===== config.mk =====
export PLATFORM = sky130hd
export DESIGN_NAME = lru_tagged_entry_cache
export DESIGN_NICKNAME = d
export VERILOG_FILES = /design/src/hw/rtl/ltec_pkg.sv /design/src/hw/rtl/ltec_entries.sv /design/src/hw/rtl/ltec_cmp.sv /design/src/hw/rtl/lru_tagged_entry_cache.sv
export SDC_FILE = /design/constraint.sdc
export NUM_CORES = 2
export LEC_CHECK = 0
export CORE_ASPECT_RATIO = 0.7
export CORE_MARGIN = 4
export CORE_UTILIZATION = 57
export CTS_BUF_LIST = sky130_fd_sc_hd__clkbuf_16
export CTS_CLUSTER_SIZE = 28
export DETAILED_ROUTE_END_ITERATION = 6
export DONT_BUFFER_PORTS = 1
export HOLD_SLACK_MARGIN = 0.05
export PLACE_DENSITY = 0.8
export REMOVE_ABC_BUFFERS = 1
export SLEW_MARGIN = 20
export SYNTH_ARGS = -nofsm -noshare
export SYNTH_HDL_FRONTEND = slang
export SYNTH_SLANG_ARGS = --single-unit

===== constraint.sdc =====
create_clock -name i_clk -period 5.7 [get_ports i_clk]
set_input_delay 0.57 -clock i_clk [delete_from_list [all_inputs] [get_ports i_clk]]
set_output_delay 0.57 -clock i_clk [all_outputs]
set_load 0.01 [all_outputs]

===== src/hw/rtl/ltec_pkg.sv =====
// Shared constants, types and request codes for the tagged-entry LRU cache.
package ltec_pkg;

    localparam int ENTRIES    = 16;
    localparam int DATA_WIDTH = 32;

    localparam int IDX_W   = (ENTRIES > 1) ? $clog2(ENTRIES) : 1;
    localparam int CNT_W   = $clog2(ENTRIES + 1);
    localparam int KIND_W  = 3;
    localparam int TAG_W   = 8;
    localparam int KEY_W   = 32;
    localparam int OP_W    = 8;
    localparam int PAY_W   = 32;
    localparam int STAMP_W = 32;
    localparam int TOT_W   = 32;
    localparam int SLOT_W  = 4;
    localparam int OCC_W   = 5;
    localparam int IN_W    = 88;
    localparam int OUT_W   = 120;

    localparam logic [KIND_W-1:0] KIND_LOOKUP  = 3'd0;
    localparam logic [KIND_W-1:0] KIND_PUT     = 3'd1;
    localparam logic [KIND_W-1:0] KIND_INVAL   = 3'd2;
    localparam logic [KIND_W-1:0] KIND_INV_ALL = 3'd3;
    localparam logic [KIND_W-1:0] KIND_CLEAR   = 3'd4;

    localparam logic [OP_W-1:0]  OP_DELETE      = 8'd3;
    localparam logic [TAG_W-1:0] TYPE_COUNT_RST = 8'd16;

    typedef logic [IDX_W-1:0]      t_idx;
    typedef logic [CNT_W-1:0]      t_cnt;
    typedef logic [DATA_WIDTH-1:0] t_data;
    typedef logic [STAMP_W-1:0]    t_stamp;

    // one slot as seen by the scan unit
    typedef struct packed {
        logic              valid;
        logic [KEY_W-1:0]  key;
        logic [TAG_W-1:0]  tag;
        logic [OP_W-1:0]   op;
        t_stamp            stamp;
        t_data             data;
        logic              has_data;
    } t_entry;

    // write-back command to slot storage
    typedef struct packed {
        logic              fill;
        logic              stamp_en;
        logic              inval;
        logic              clr_all;
        t_idx              slot;
        logic [KEY_W-1:0]  key;
        logic [TAG_W-1:0]  tag;
        logic [OP_W-1:0]   op;
        t_stamp            stamp;
        t_data             data;
        logic              has_data;
    } t_wr;

    // scan outcome
    typedef struct packed {
        logic              match;
        t_idx              match_slot;
        logic [OP_W-1:0]   match_op;
        t_data             match_data;
        logic              match_has;
        logic              empty;
        t_idx              empty_slot;
        t_idx              best_slot;
    } t_scan;

endpackage


===== src/hw/rtl/ltec_entries.sv =====
// Slot storage: per-slot valid and data-present flags plus key, tag, op, stamp and data arrays.
module ltec_entries (
    input  logic            i_clk,
    input  logic            i_rst_n,
    input  ltec_pkg::t_idx  i_idx,
    input  ltec_pkg::t_wr   i_wr,
    output ltec_pkg::t_entry o_rd
);
    import ltec_pkg::*;

    logic [ENTRIES-1:0] r_valid;
    logic [ENTRIES-1:0] r_has;
    logic [KEY_W-1:0]   r_key   [ENTRIES];
    logic [TAG_W-1:0]   r_tag   [ENTRIES];
    logic [OP_W-1:0]    r_op    [ENTRIES];
    t_stamp             r_stamp [ENTRIES];
    t_data              r_data  [ENTRIES];

    always_ff @(posedge i_clk) begin
        if (!i_rst_n) begin
            r_valid <= '0;
            r_has   <= '0;
        end else if (i_wr.clr_all) begin
            r_valid <= '0;
            r_has   <= '0;
        end else if (i_wr.fill) begin
            r_valid[i_wr.slot] <= 1'b1;
            r_has[i_wr.slot]   <= i_wr.has_data;
        end else if (i_wr.inval) begin
            r_valid[i_wr.slot] <= 1'b0;
            r_has[i_wr.slot]   <= 1'b0;
        end
    end

    always_ff @(posedge i_clk) begin
        if (i_wr.fill) begin
            r_key[i_wr.slot] <= i_wr.key;
            r_tag[i_wr.slot] <= i_wr.tag;
            r_op[i_wr.slot]  <= i_wr.op;
            if (i_wr.has_data) begin
                r_data[i_wr.slot] <= i_wr.data;
            end
        end
        if (i_wr.stamp_en) begin
            r_stamp[i_wr.slot] <= i_wr.stamp;
        end
    end

    always_comb begin
        o_rd.valid    = r_valid[i_idx];
        o_rd.key      = r_key[i_idx];
        o_rd.tag      = r_tag[i_idx];
        o_rd.op       = r_op[i_idx];
        o_rd.stamp    = r_stamp[i_idx];
        o_rd.data     = r_data[i_idx];
        o_rd.has_data = r_has[i_idx];
    end

endmodule


===== src/hw/rtl/ltec_cmp.sv =====
// Shared compare unit: one slot per cycle for key match, first empty slot and smallest stamp.
module ltec_cmp (
    input  logic                        i_clk,
    input  logic                        i_rst_n,
    input  logic                        i_start,
    input  logic                        i_step,
    input  ltec_pkg::t_idx              i_idx,
    input  ltec_pkg::t_entry            i_rd,
    input  logic [ltec_pkg::TAG_W-1:0]  i_tag,
    input  logic [ltec_pkg::KEY_W-1:0]  i_key,
    output ltec_pkg::t_scan             o_scan
);
    import ltec_pkg::*;

    t_scan  r_scan;
    t_stamp r_best_stamp;
    logic   hit_now;

    assign hit_now = i_rd.valid && (i_rd.tag == i_tag) && (i_rd.key == i_key);

    always_ff @(posedge i_clk) begin
        if (!i_rst_n) begin
            r_scan.match <= 1'b0;
            r_scan.empty <= 1'b0;
        end else if (i_start) begin
            r_scan.match     <= 1'b0;
            r_scan.empty     <= 1'b0;
            r_best_stamp     <= '1;
            r_scan.best_slot <= '0;
        end else if (i_step) begin
            if (hit_now && !r_scan.match) begin
                r_scan.match      <= 1'b1;
                r_scan.match_slot <= i_idx;
                r_scan.match_op   <= i_rd.op;
                r_scan.match_data <= i_rd.data;
                r_scan.match_has  <= i_rd.has_data;
            end
            if (!i_rd.valid && !r_scan.empty) begin
                r_scan.empty      <= 1'b1;
                r_scan.empty_slot <= i_idx;
            end
            if (i_rd.valid && (i_rd.stamp < r_best_stamp)) begin
                r_best_stamp     <= i_rd.stamp;
                r_scan.best_slot <= i_idx;
            end
        end
    end

    assign o_scan = r_scan;

endmodule


===== src/hw/rtl/lru_tagged_entry_cache.sv =====
// Tagged-entry LRU cache top level: request sequencer, statistics and result register.
// A request is scanned against all ENTRIES slots through the single compare unit, one slot per cycle,
// then written back and its result registered; a new request is taken only once the block is back in
// idle, and a result not taken holds the block in write-back.
// Reset (synchronous, active low) empties all slots, zeroes stamp, hit, miss and fill
// counters and sets type_count to 16; no clearing pass, the block is ready right after reset.
module lru_tagged_entry_cache (
    input  logic                          i_clk,
    input  logic                          i_rst_n,
    input  logic                          i_cfg_we,
    input  logic [ltec_pkg::TAG_W-1:0]    i_cfg_wdata,    // type_count
    input  logic                          s_axis_tvalid,
    output logic                          s_axis_tready,
    // type_tag[7:0], key_id[39:8], op_code[47:40], payload_in[79:48], payload_given[80]
    input  logic [ltec_pkg::IN_W-1:0]     s_axis_tdata,
    // kind[2:0]
    input  logic [ltec_pkg::KIND_W-1:0]   s_axis_tuser,
    output logic                          m_axis_tvalid,
    input  logic                          m_axis_tready,
    // status[0], hit[1], slot_index[5:2], op_out[13:6], payload_out[45:14],
    // payload_present[46], hit_total[78:47], miss_total[110:79], occupied[115:111]
    output logic [ltec_pkg::OUT_W-1:0]    m_axis_tdata
);
    import ltec_pkg::*;

    localparam logic [1:0] ST_IDLE = 2'd0;
    localparam logic [1:0] ST_SCAN = 2'd1;
    localparam logic [1:0] ST_DONE = 2'd2;

    logic [1:0]        r_state;
    t_idx              r_idx;
    logic [TAG_W-1:0]  r_type_count;
    logic [KIND_W-1:0] r_kind;
    logic [TAG_W-1:0]  r_tag;
    logic [KEY_W-1:0]  r_key;
    logic [OP_W-1:0]   r_op;
    logic [PAY_W-1:0]  r_pay;
    logic              r_given;
    t_stamp            r_stamp_cnt;
    logic [TOT_W-1:0]  r_hits;
    logic [TOT_W-1:0]  r_misses;
    t_cnt              r_fill;
    logic              r_out_valid;
    logic [OUT_W-1:0]  r_out_data;

    t_stamp            n_stamp_cnt;
    logic [TOT_W-1:0]  n_hits;
    logic [TOT_W-1:0]  n_misses;
    t_cnt              n_fill;

    logic              accept;
    logic              finish;
    t_entry            rd;
    t_scan             scan;
    t_wr               wr;
    t_stamp            stamp_nx;
    logic              id_ok;
    logic              status;
    logic              hit;
    t_idx              slot;
    logic [OP_W-1:0]   op_out;
    logic [PAY_W-1:0]  pay_out;
    logic              present;

    assign s_axis_tready = (r_state == ST_IDLE);
    assign accept        = s_axis_tvalid && s_axis_tready;
    assign finish        = (r_state == ST_DONE) && (!r_out_valid || m_axis_tready);

    ltec_entries u_entries (
        .i_clk   (i_clk),
        .i_rst_n (i_rst_n),
        .i_idx   (r_idx),
        .i_wr    (wr),
        .o_rd    (rd)
    );

    ltec_cmp u_cmp (
        .i_clk   (i_clk),
        .i_rst_n (i_rst_n),
        .i_start (accept),
        .i_step  (r_state == ST_SCAN),
        .i_idx   (r_idx),
        .i_rd    (rd),
        .i_tag   (r_tag),
        .i_key   (r_key),
        .o_scan  (scan)
    );

    assign stamp_nx = r_stamp_cnt + 1'b1;
    assign id_ok    = (r_key != '0);

    always_comb begin
        n_stamp_cnt = r_stamp_cnt;
        n_hits      = r_hits;
        n_misses    = r_misses;
        n_fill      = r_fill;
        status      = 1'b0;
        hit         = 1'b0;
        slot        = '0;
        op_out      = '0;
        pay_out     = '0;
        present     = 1'b0;
        wr.fill     = 1'b0;
        wr.stamp_en = 1'b0;
        wr.inval    = 1'b0;
        wr.clr_all  = 1'b0;
        wr.key      = r_key;
        wr.tag      = r_tag;
        wr.op       = r_op;
        wr.stamp    = stamp_nx;
        wr.data     = t_data'(r_pay);
        wr.has_data = (r_op != OP_DELETE) && r_given;
        case (r_kind)
            KIND_LOOKUP: begin
                if (!id_ok) begin
                    status = 1'b1;
                end else if (scan.match) begin
                    wr.stamp_en = 1'b1;
                    slot        = scan.match_slot;
                    n_stamp_cnt = stamp_nx;
                    n_hits      = r_hits + 1'b1;
                    hit         = 1'b1;
                    op_out      = scan.match_op;
                    present     = scan.match_has;
                    pay_out     = scan.match_has ? PAY_W'(scan.match_data) : '0;
                end else begin
                    n_misses = r_misses + 1'b1;
                end
            end
            KIND_PUT: begin
                if (!id_ok || (r_tag >= r_type_count)) begin
                    status = 1'b1;
                end else begin
                    wr.fill     = 1'b1;
                    wr.stamp_en = 1'b1;
                    n_stamp_cnt = stamp_nx;
                    if (scan.match) begin
                        slot = scan.match_slot;
                    end else if (scan.empty) begin
                        slot   = scan.empty_slot;
                        n_fill = r_fill + 1'b1;
                    end else begin
                        slot = scan.best_slot;
                    end
                end
            end
            KIND_INVAL: begin
                if (!id_ok) begin
                    status = 1'b1;
                end else if (scan.match) begin
                    wr.inval = 1'b1;
                    slot     = scan.match_slot;
                    if (r_fill != '0) begin
                        n_fill = r_fill - 1'b1;
                    end
                end
            end
            KIND_INV_ALL: begin
                wr.clr_all = 1'b1;
                n_fill     = '0;
            end
            KIND_CLEAR: begin
                wr.clr_all = 1'b1;
                n_fill     = '0;
                n_hits     = '0;
                n_misses   = '0;
            end
            default: begin
                status = 1'b1;
            end
        endcase
        wr.slot     = slot;
        wr.fill     = wr.fill && finish;
        wr.stamp_en = wr.stamp_en && finish;
        wr.inval    = wr.inval && finish;
        wr.clr_all  = wr.clr_all && finish;
    end

    always_ff @(posedge i_clk) begin
        if (!i_rst_n) begin
            r_state      <= ST_IDLE;
            r_idx        <= '0;
            r_type_count <= TYPE_COUNT_RST;
            r_stamp_cnt  <= '0;
            r_hits       <= '0;
            r_misses     <= '0;
            r_fill       <= '0;
            r_out_valid  <= 1'b0;
        end else begin
            if (i_cfg_we) begin
                r_type_count <= i_cfg_wdata;
            end
            case (r_state)
                ST_IDLE: begin
                    if (accept) begin
                        r_idx   <= '0;
                        r_state <= ST_SCAN;
                    end
                end
                ST_SCAN: begin
                    if (r_idx == IDX_W'(ENTRIES - 1)) begin
                        r_state <= ST_DONE;
                    end else begin
                        r_idx <= r_idx + 1'b1;
                    end
                end
                ST_DONE: begin
                    if (finish) begin
                        r_state <= ST_IDLE;
                    end
                end
                default: begin
                    r_state <= ST_IDLE;
                end
            endcase
            if (finish) begin
                r_stamp_cnt <= n_stamp_cnt;
                r_hits      <= n_hits;
                r_misses    <= n_misses;
                r_fill      <= n_fill;
                r_out_valid <= 1'b1;
            end else if (m_axis_tready) begin
                r_out_valid <= 1'b0;
            end
        end
    end

    always_ff @(posedge i_clk) begin
        if (accept) begin
            r_kind  <= s_axis_tuser;
            r_tag   <= s_axis_tdata[7:0];
            r_key   <= s_axis_tdata[39:8];
            r_op    <= s_axis_tdata[47:40];
            r_pay   <= s_axis_tdata[79:48];
            r_given <= s_axis_tdata[80];
        end
        if (finish) begin
            r_out_data <= {4'b0, OCC_W'(n_fill), n_misses, n_hits, present, pay_out,
                           op_out, SLOT_W'(slot), hit, status};
        end
    end

    assign m_axis_tvalid = r_out_valid;
    assign m_axis_tdata  = r_out_data;

    a_fill_bound: assert property (@(posedge i_clk) disable iff (!i_rst_n)
        r_fill <= CNT_W'(ENTRIES))
        else $error("occupancy above slot count");

    a_accept_scan: assert property (@(posedge i_clk) disable iff (!i_rst_n)
        accept |=> (r_state == ST_SCAN) && (r_idx == '0))
        else $error("request did not start a scan at slot zero");

    a_scan_end: assert property (@(posedge i_clk) disable iff (!i_rst_n)
        (r_state == ST_SCAN) && (r_idx == IDX_W'(ENTRIES - 1)) |=> (r_state == ST_DONE))
        else $error("scan did not end after last slot");

    a_finish_out: assert property (@(posedge i_clk) disable iff (!i_rst_n)
        finish |=> m_axis_tvalid && (r_state == ST_IDLE))
        else $error("write-back did not present a result");

endmodule

==> results.cfg <==
[clocking]
clock_latency_ns = 0.84
clkSlewWorstSetupHoldPaths_ns = 0.07
cts_buffers = 194
cts.sinks = 2231
postCtsSetupRepairBufs = 0
cts_tree = done
htree_levels = 4
post_cts_resized = 0
holdBufCountCts = 102
clock_path_buffers = 3
cts.root.buffer_cell = clkbuf_16

[floorplanning]
die-height_um = 335.8
coreArea_um2 = 152700
rows = 120
io_pins = 226
dieArea_um2 = 160000
die_x_um = 476.3
start_util = 0.5732

[route]
wl_per_cell_um = 31.79
dr_total_vias = 46760
drc_errors = 1
drt_wl_total_mm = 220.1
via_per_inst = 6.754
first_pass_iters = 7
drtIter0Drc = 7604
final_antenna_net_count = 0

[placement]
io_buffers = 0
place_hpwl_mm = 119.4
gp_congestion = 0.8378

[hold_path]
min_from = m_axis_tready
min_path_type = primary input to flip-flop

[run_status]
violations = design-rule violations
status = complete, but fails checks

[logic_synthesis]
seq_area_frac_synth = 0.7479
async_flop_share = 0
synth-edff-count = 2077
synth_area_um2 = 87520
syn_inst = 4494
ys_seq_elements = 2231
ys.flop_type = edfxtp_1
ys_warn_count = 0
ys_types = 78
synth_area_per_cell_um2 = 19.47

[timing]
drv_slew = 0
final-setup-viol-count = 0
rsz0062_at_grt = false
min_period_ns = 5.256
tightest_slew_ns = 1.309
max_freq_mhz = 190.3
hold_violations = 0
slew_headroom = 0.1207
fin_crit_sh = 0.9221
final.setup_skew_ns = 0.05920

[finish]
multi_input_area_um2 = 21440
drive_above_1_share = 0.2225
area_growth_pct = 13.26
utilization = 0.6492
seqCellArea_um2 = 65480
fin_nets = 4887
fill_cells = 9383

[grt]
grt_pass1_vias = 46620
gr-total-overflow = 0
grt_pass1_wl_mm = 322.6
grt_max_degree = 125
gr-usage-all-layers = 0.2749
antenna_found_initial = 12

[worst_setup_path]
worst-path-buf-inv = 2
max_stage_delay_ns = 0.73
crit_type = flip-flop to flip-flop
cp-start-kind = flip-flop
required_ns = 6.19
critPathArrivalTime_ns = 5.75
end_kind = flip-flop
path_max_fanout = 33
worst_path_max_delay_cell = dfxtp_4
path_delay_family = compound AO/OA/AOI/OAI gates
path_cells = buf_12, mux4_2, mux4_2, ha_1, nor2b_1, o21ai_0, o211ai_1, a21oi_1, o21ai_1, a211o_1, a31oi_4, buf_12

[power_and_ir_drop]
leakage_nw = 30.26
power_mw = 32.03
ir_worst_vdd_uv = 377.5
power_density_nw_per_um2 = 323.1

[flow_run]
drv_cap = 0
## cell usage after synthesis (14+ instances only)
library cell | instances | area [um^2]
a21oi_1 | 77 | 385.4
and2_1 | 49 | 306.5
and3_1 | 44 | 275.3
buf_1 | 45 | 168.9
buf_2 | 34 | 170.2
buf_4 | 18 | 135.1
clkbuf_1 | 122 | 457.9
dfxtp_1 | 154 | 3083
edfxtp_1 | 2077 | 62370
ha_1 | 45 | 563.0
inv_1 | 56 | 210.2
mux2_2 | 36 | 405.4
mux2i_1 | 102 | 1021
mux4_2 | 498 | 11220
nand2_1 | 189 | 709.4
nand2b_1 | 45 | 281.5
nand3_1 | 68 | 340.3
nand4_1 | 33 | 206.5
nor2_1 | 202 | 758.2
nor3_1 | 66 | 330.3
nor4_1 | 20 | 125.1
o21ai_0 | 78 | 390.4
o22ai_1 | 34 | 212.7
o31ai_1 | 14 | 105.1
o32ai_1 | 16 | 140.1
or3_1 | 15 | 93.84
xnor2_1 | 58 | 508.0
xor2_1 | 107 | 937.2
## cells by family after synthesis
family,after synthesis,synth area share
adder cells (fa/ha/maj),45,0.006433
AO/OA/AOI/OAI,331,0.02545
other,1,0.00004285
flip-flops,2231,0.7479
AND/OR/NAND/NOR,799,0.04495
XOR/XNOR,165,0.01651
buffers and inverters,285,0.01417
multiplexers,637,0.1446
## cells in the final DEF, fill, tap and decap left out, types with 66 or more instances in the layout
master,synthesis,layout
edfxtp_1,2077,2077
mux4_2,498,498
dlygate4sd3_1,0,102
nor2_1,202,152
nor3_1,66,66
buf_12,0,71
inv_1,56,104
a21oi_1,77,75
clkbuf_16,0,197
buf_4,18,98
nand2_1,189,188
nand3_1,68,67
o21ai_0,78,77
dfxtp_1,154,146
xor2_1,107,93
mux2i_1,102,102
## metrics by stage
stage               cells  setup WS [ns]  instance area, um^2  hold slack, ns  setup TNS, ns
detailed placement   6452         0.8188                91630          0.4483              0
floorplan            4270         -8.238                86510          0.4321       -2358.55
global route         6922         0.4080                99120          0.1176              0
global placement     6452         0.8576                91630          0.4401              0
finish               6924         0.4442                99120          0.1413              0
CTS                  6915         0.6654                98900          0.1046              0
## path summary, 6_finish.rpt
kind         slack [ns]                    end  depth (start not counted)
max                0.44  u_cmp.r_best_stamp[7]                         12
min                0.14          m_axis_tvalid                          2
max reg2reg        0.44  u_cmp.r_best_stamp[7]                         12
min reg2reg        0.47              flip-flop                          2
## per-layer routing
| metal | up-vias | share of wire | track usage |
|---|---|---|---|
| met4 | 0 | 0.036 | 0.09632 |
| met1 | 24150 | 0.37 | 0.3885 |
| met5 | - | 0 | 0 |
| met2 | 3418 | 0.48 | 0.4298 |
| met3 | 557 | 0.12 | 0.06265 |
| li1 | 18640 | - | - |
## power by group
group          switching [mW]  leakage, nW  internal, mW  total, mW
registers               0.159         19.6          17.8       18.0
logic                   0.498         7.42         0.435      0.933
clock network            5.94         3.25          7.15       13.1
## area by class of cell
cell class	instances	share of cell area
clock inverters	164	0.01332
repair buffers	272	0.03218
multi-input cells	1981	0.2163
diodes	8	0.0002020
inverters	58	0.002335
clock buffers	197	0.04973
flip-flops and latches	2231	0.6606
well taps	2013	0.02541
## registers in the layout, summed over array words and instances (netlist names), 3 cells and up, named ones only
name,count
m_axis_tdata,116
r_tag,8
r_hits,32
r_idx,4
u_entries.r_stamp,512
r_pay,32
r_kind,3
u_cmp.o_scan,55
u_entries.r_tag,128
u_entries.r_data,512
r_op,8
u_entries.r_has,16
r_key,32
u_cmp.r_best_stamp,32
r_misses,32
u_entries.r_key,512
r_type_count,8
r_stamp_cnt,32
r_fill,5
u_entries.r_op,128
Note: power is estimated with default switching activity, not from simulation.
